$ cat config.mk
export PLATFORM = sky130hd
export DESIGN_NAME = sbt_queue
export DESIGN_NICKNAME = d
export VERILOG_FILES = /design/src/rtl/sbt_pkg.sv /design/src/rtl/sbt_queue.sv
export SDC_FILE = /design/constraint.sdc
export NUM_CORES = 1
export LEC_CHECK = 0
export BUFFER_PORTS_ARGS = -buffer_cell sky130_fd_sc_hd__buf_2
export CAP_MARGIN = 20
export CORE_MARGIN = 5
export CORE_UTILIZATION = 46
export DETAILED_ROUTE_END_ITERATION = 8
export MAX_ROUTING_LAYER = met4
export PLACE_DENSITY_LB_ADDON = 0.15
export SETUP_SLACK_MARGIN = 0.3
export SLEW_MARGIN = 40
export SYNTH_ARGS = -nofsm -noshare
export SYNTH_HDL_FRONTEND = slang
export SYNTH_SLANG_ARGS = --single-unit
$ cat constraint.sdc
create_clock -name clk -period 5.2 [get_ports clk]
set_input_delay 0.52 -clock clk [delete_from_list [all_inputs] [get_ports clk]]
set_output_delay 0.52 -clock clk [all_outputs]
set_load 0.01 [all_outputs]
$ cat src/rtl/sbt_pkg.sv
// Shared types, constants and helpers for the source byte tokenizer.
// No dependencies; every other file of the block imports this package.
package sbt_pkg;

  localparam int BYTE_W  = 8;
  localparam int LINE_W  = 24;
  localparam int VALUE_W = 31;

  localparam int SBT_QUEUE_DEPTH = 4;

  localparam logic [LINE_W-1:0]  START_LINE_RESET = 24'd1;
  localparam logic [VALUE_W-1:0] VALUE_MAX        = 31'h7FFF_FFFF;

  localparam logic [BYTE_W-1:0] CH_PLUS    = 8'h2B;
  localparam logic [BYTE_W-1:0] CH_LPAREN  = 8'h28;
  localparam logic [BYTE_W-1:0] CH_RPAREN  = 8'h29;
  localparam logic [BYTE_W-1:0] CH_SEMI    = 8'h3B;
  localparam logic [BYTE_W-1:0] CH_QUOTE   = 8'h22;
  localparam logic [BYTE_W-1:0] CH_EQUALS  = 8'h3D;
  localparam logic [BYTE_W-1:0] CH_NEWLINE = 8'h0A;
  localparam logic [BYTE_W-1:0] CH_SPACE   = 8'h20;
  localparam logic [BYTE_W-1:0] CH_TAB     = 8'h09;
  localparam logic [BYTE_W-1:0] CH_CR      = 8'h0D;
  localparam logic [BYTE_W-1:0] CH_ZERO    = 8'h30;
  localparam logic [BYTE_W-1:0] CH_NINE    = 8'h39;
  localparam logic [BYTE_W-1:0] CH_LOWER_A = 8'h61;
  localparam logic [BYTE_W-1:0] CH_LOWER_Z = 8'h7A;
  localparam logic [BYTE_W-1:0] CH_UPPER_A = 8'h41;
  localparam logic [BYTE_W-1:0] CH_UPPER_Z = 8'h5A;

  typedef enum logic [3:0] {
    KIND_EOF    = 4'd0,
    KIND_PLUS   = 4'd1,
    KIND_LPAREN = 4'd2,
    KIND_RPAREN = 4'd3,
    KIND_SEMI   = 4'd4,
    KIND_EQUALS = 4'd5,
    KIND_STRING = 4'd6,
    KIND_IDENT  = 4'd7,
    KIND_NUMBER = 4'd8,
    KIND_ERROR  = 4'd9
  } kind_t;

  typedef enum logic [2:0] {
    MODE_IDLE   = 3'd0,
    MODE_STRING = 3'd1,
    MODE_IDENT  = 3'd2,
    MODE_NUMBER = 3'd3,
    MODE_HALTED = 3'd4
  } mode_t;

  typedef struct packed {
    kind_t              kind;
    logic [BYTE_W-1:0]  text_byte;
    logic               text_valid;
    logic [VALUE_W-1:0] number_value;
    logic [LINE_W-1:0]  line_number;
    logic               token_done;
  } result_t;

  // One queue entry: everything a single source byte produces.
  typedef struct packed {
    logic    two;
    result_t first;
    result_t second;
  } entry_t;

  function automatic result_t make_result(kind_t kind, logic [BYTE_W-1:0] text_byte,
                                          logic text_valid, logic [VALUE_W-1:0] value,
                                          logic [LINE_W-1:0] line, logic done);
    result_t r;
    r.kind         = kind;
    r.text_byte    = text_byte;
    r.text_valid   = text_valid;
    r.number_value = value;
    r.line_number  = line;
    r.token_done   = done;
    return r;
  endfunction

endpackage

$ cat src/rtl/sbt_queue.sv
// Short entry queue between scanner and output serializer.
// Uses sbt_pkg for the entry type.
module sbt_queue import sbt_pkg::*; #(
  parameter int DEPTH = SBT_QUEUE_DEPTH
) (
  input  logic   clk,
  input  logic   rst,
  input  logic   push,
  input  entry_t push_entry,
  input  logic   pop,
  output entry_t head,
  output logic   full,
  output logic   empty
);

  localparam int PTR_W = (DEPTH > 1) ? $clog2(DEPTH) : 1;
  localparam int CNT_W = $clog2(DEPTH + 1);

  entry_t             mem [DEPTH];
  logic [PTR_W-1:0]   wr_ptr, rd_ptr;
  logic [CNT_W-1:0]   count;

  assign full  = (count == CNT_W'(DEPTH));
  assign empty = (count == '0);
  assign head  = mem[rd_ptr];

  always_ff @(posedge clk) begin
    if (push) mem[wr_ptr] <= push_entry;
  end

  always_ff @(posedge clk) begin
    if (rst) begin
      wr_ptr <= '0;
      rd_ptr <= '0;
      count  <= '0;
    end else begin
      if (push) wr_ptr <= (wr_ptr == PTR_W'(DEPTH - 1)) ? '0 : wr_ptr + 1'b1;
      if (pop)  rd_ptr <= (rd_ptr == PTR_W'(DEPTH - 1)) ? '0 : rd_ptr + 1'b1;
      case ({push, pop})
        2'b10:   count <= count + 1'b1;
        2'b01:   count <= count - 1'b1;
        default: count <= count;
      endcase
    end
  end

  a_no_overflow: assert property (@(posedge clk) disable iff (rst) push |-> !full)
    else $error("queue overflow");

  a_no_underflow: assert property (@(posedge clk) disable iff (rst) pop |-> !empty)
    else $error("queue underflow");

  a_count_range: assert property (@(posedge clk) disable iff (rst)
    count <= CNT_W'(DEPTH))
    else $error("queue count out of range");

endmodule

==> qor.csv <==
stage;metric;value;unit
global_route;grt_overflow_total;0;
cts;clock_latency;0.59;ns
logic_synthesis;yosysSeqAreaShare;82.2;%
placement;routabilityCongestion;0.706;
logic_synthesis;synth_commonest_cells;sky130_fd_sc_hd__edfxtp_1, sky130_fd_sc_hd__mux4_2, sky130_fd_sc_hd__buf_6;
timing;tightest_slew;0.766;ns
critical_path;timing.critical_path.arrival;2.57;ns
logic_synthesis;yosys.area_share.xor_xnor;0.0854;%
layout;number_of_filler_instances_in_the_final_layout;3342;
critical_path;critical_path.reg2reg.startpoint;wr_ptr[0]$_SDFFE_PP0P_;
cts;cts.htree.levels;2;
placement;place.detailed.hpwl;23.5;mm
floorplan;core-area;0.0442;mm2
critical_path;path_class;reg -> out;
critical_path;worstSetupEndpointType;primary output;
logic_synthesis;synth.most_common_cell;sky130_fd_sc_hd__edfxtp_1;
global_route;initial_antenna_violation_count;7;
critical_path;number_of_cells_on_the_worst_reg_to_reg_path;4;
hold_path;timing.hold.worst_endpoint;mem[2][110]$_DFFE_PP_;
logic_synthesis;synth_simple_gate_area_share;0.409;%
timing;timing.final.crit_share;59.4;%
timing;slew_violations;0;
cts;clock_transition_at_the_registers_of_the_reported_paths;0.06;ns
logic_synthesis;asyncSetResetFlopFracSynth;0;%
floorplan;floorplan.rows;77;
logic_synthesis;synth_edf_count;556;
drt;drc;0;
critical_path;timing.reg2reg.setup_slack;3.03;ns
logic_synthesis;synth_adder_area_share;0.463;%
logic_synthesis;synth_seq_cells;565;
cts;cts_repair_resize_count;0;
drt;number_of_iterations_in_the_first_detailed_routing_pass;4;
critical_path;critical_path_required;4.68;ns
drt;drt_total_wl;39.3;mm
global_route;grt_pass1_vias;9639;
status;status;completed;
timing;tns;0;ns
cts;setup_fix_buffers_added_after_clock_tree_synthesis;0;
cts;cts_buffers;56;
drt;drt-vias-per-instance;5.20;
logic_synthesis;synth_flop_cell;sky130_fd_sc_hd__edfxtp_1;
global_route;gr-usage-all-layers;16.6;%
hold_path;worst_hold_startpoint;push_entry[110];
layout;core_utilization_of_the_finished_layout;55.3;%
power_and_ir_drop;peakVddDrop;0.312;mV
cts;cts_hold_repair.buffers;0;
logic_synthesis;synth_compound_area_share;0.122;%
cts;cts_tree;built;
drt;vias;9040;
timing;timing.clock.skew;0.0110;ns
timing;max_slew_margin;48.9;%
hold_path;holdPathStages;1;
floorplan;starting_density;46.4;%
timing;final-setup-viol-count;0;
logic_synthesis;synth_top_family_by_area;multiplexers;
timing;setup_repair_after_global_routing_missed_its_margin;no;
drt;dr.first_iter.drc_count;552;
logic_synthesis;synth.avg_cell_area;26.5;um2
layout;layout.nets;1247;
logic_synthesis;synth.area.top_cells;sky130_fd_sc_hd__edfxtp_1, sky130_fd_sc_hd__mux4_2, sky130_fd_sc_hd__dfxtp_1, sky130_fd_sc_hd__buf_6, sky130_fd_sc_hd__ha_1;
layout;layout-area-overhead-vs-synth;19.3;%
global_route;grt_max_degree;92;
logic_synthesis;synth_cell_types;21;
global_route;global_route_wire_length_before_repair;60.7;mm
floorplan;die_width;221;um
logic_synthesis;synth_cells;774;
placement;placement.io_buffers;283;
floorplan;die_h;221;um
power_and_ir_drop;leakage;8.17;nW
drt;wire_per_inst;22.6;um
run;max_cap_viols;0;
logic_synthesis;synth_fp_nets;924;
floorplan;pin_count;284;
hold_path;hp-class;in -> reg;
cts;numClockSinks;565;
critical_path;cp-start-kind;register;
layout;drive_gt1_share;45.0;%
logic_synthesis;synth.yosys.warnings;0;
timing;hold_violations;0;
logic_synthesis;muxShareOfSynthArea;15.4;%
cts;ctsLongestPathBuffers;3;
cts;clock_tree.root_cell;sky130_fd_sc_hd__clkbuf_16;
logic_synthesis;synth_largest_type_area_fraction;81.4;%
logic_synthesis;synthesis.area;0.0205;mm2
timing;period_needed;3.09;ns
critical_path;critPathMaxFanout;49;
timing;achievable-frequency;0.324;GHz
floorplan;fp.dieArea;0.0489;mm2
critical_path;destination_of_the_worst_register_to_register_timing_path;mem[2][13]$_DFFE_PP_;
drt;ant_nets;0;
logic_synthesis;synth.largest_area_cell;sky130_fd_sc_hd__edfxtp_1;
power_and_ir_drop;power-per-cell-area;407;mW/mm2
==> kinds of logic after synthesis <==
group,Yosys count
xor+xnor,2
mux,141
fa+ha+maj,7
compound gates,5
buf+inv,38
simple gates,16
flops,565
==> per-stage QoR <==
stage / worst slack (ns) / hold WS, ns / power [mW] / cells / area [um2]
after detailed placement: 2.64 / 0.503 / 6.16 / 1630 / 22600
after CTS: 1.99 / 0.0971 / 10.1 / 1732 / 24400
after floorplan: 0.958 / 0.461 / 5.81 / 774 / 20500
after global routing: 1.93 / 0.118 / 10.4 / 1740 / 24500
after global placement: 2.65 / 0.490 / 6.15 / 1629 / 22600
final: 2.11 / 0.149 / 9.97 / 1740 / 24500
==> flip-flops by register name (all words and copies together), names as in the netlist, named ones only <==
signal and count:
mem 556, count 3, rd_ptr 2, wr_ptr 2
==> worst max-delay path, cell delays in order, from the launching register on <==
cell	delay, ns
sky130_fd_sc_hd__dfxtp_4	0.85
sky130_fd_sc_hd__buf_4	0.55
sky130_fd_sc_hd__mux4_2	0.39
sky130_fd_sc_hd__buf_2	0.16
==> layout make-up <==
cell class	count	area [um2]	share of cell area (%)
antenna	7	17.5	0.0716
clock inverter	28	303	1.24
multi-input combinational	171	3380	13.8
inverter	7	26.3	0.107
tap	592	741	3.03
clock buffer	74	1490	6.09
sequential	565	16900	69.0
timing repair buffer	296	1630	6.65
==> worst max-delay path by stage <==
stage,end,start,cells past startpoint,slack (ns)
3_5_place_dp,head[76],register,3,2.64
4_1_cts,head[76],register,3,1.99
2_1_floorplan,mem[3][0]$_DFFE_PP_,wr_ptr[0]$_SDFFE_PP0P_,2,0.96
6_report,head[101],register,3,2.11
3_3_place_gp,head[16],register,3,2.65
5_1_grt,head[120],register,3,1.93
==> cells in the final DEF (no fill, tap or decap), types with 4 or more instances in the layout <==
cell,n
sky130_fd_sc_hd__edfxtp_1,556
sky130_fd_sc_hd__buf_2,283
sky130_fd_sc_hd__mux4_2,139
sky130_fd_sc_hd__clkbuf_16,57
sky130_fd_sc_hd__clkbuf_1,17
sky130_fd_sc_hd__clkinv_1,12
sky130_fd_sc_hd__buf_12,9
sky130_fd_sc_hd__clkinv_2,8
sky130_fd_sc_hd__diode_2,7
sky130_fd_sc_hd__inv_1,7
sky130_fd_sc_hd__nor2_1,7
sky130_fd_sc_hd__bufinv_16,7
sky130_fd_sc_hd__dfxtp_1,7
sky130_fd_sc_hd__ha_1,6
sky130_fd_sc_hd__and2_4,4
sky130_fd_sc_hd__a21oi_1,4
sky130_fd_sc_hd__buf_4,4
==> routing by layer <==
layer  GRT usage (%)  wire, um  vias up
met4            4.98       931        0
met1            21.8     16000     4714
li1                -         -     4007
met3            4.16      2490       64
met5               -         0        -
met2            26.0     19900      255
==> power by group <==
| part | internal (mW) | leakage [nW] | switching [mW] |
|---|---|---|---|
| sequential | 5.20 | 5.18 | 0.0529 |
| combinational | 0.360 | 2.11 | 0.429 |
| clock | 2.35 | 0.872 | 1.59 |
(Power assumes the default switching activity.)
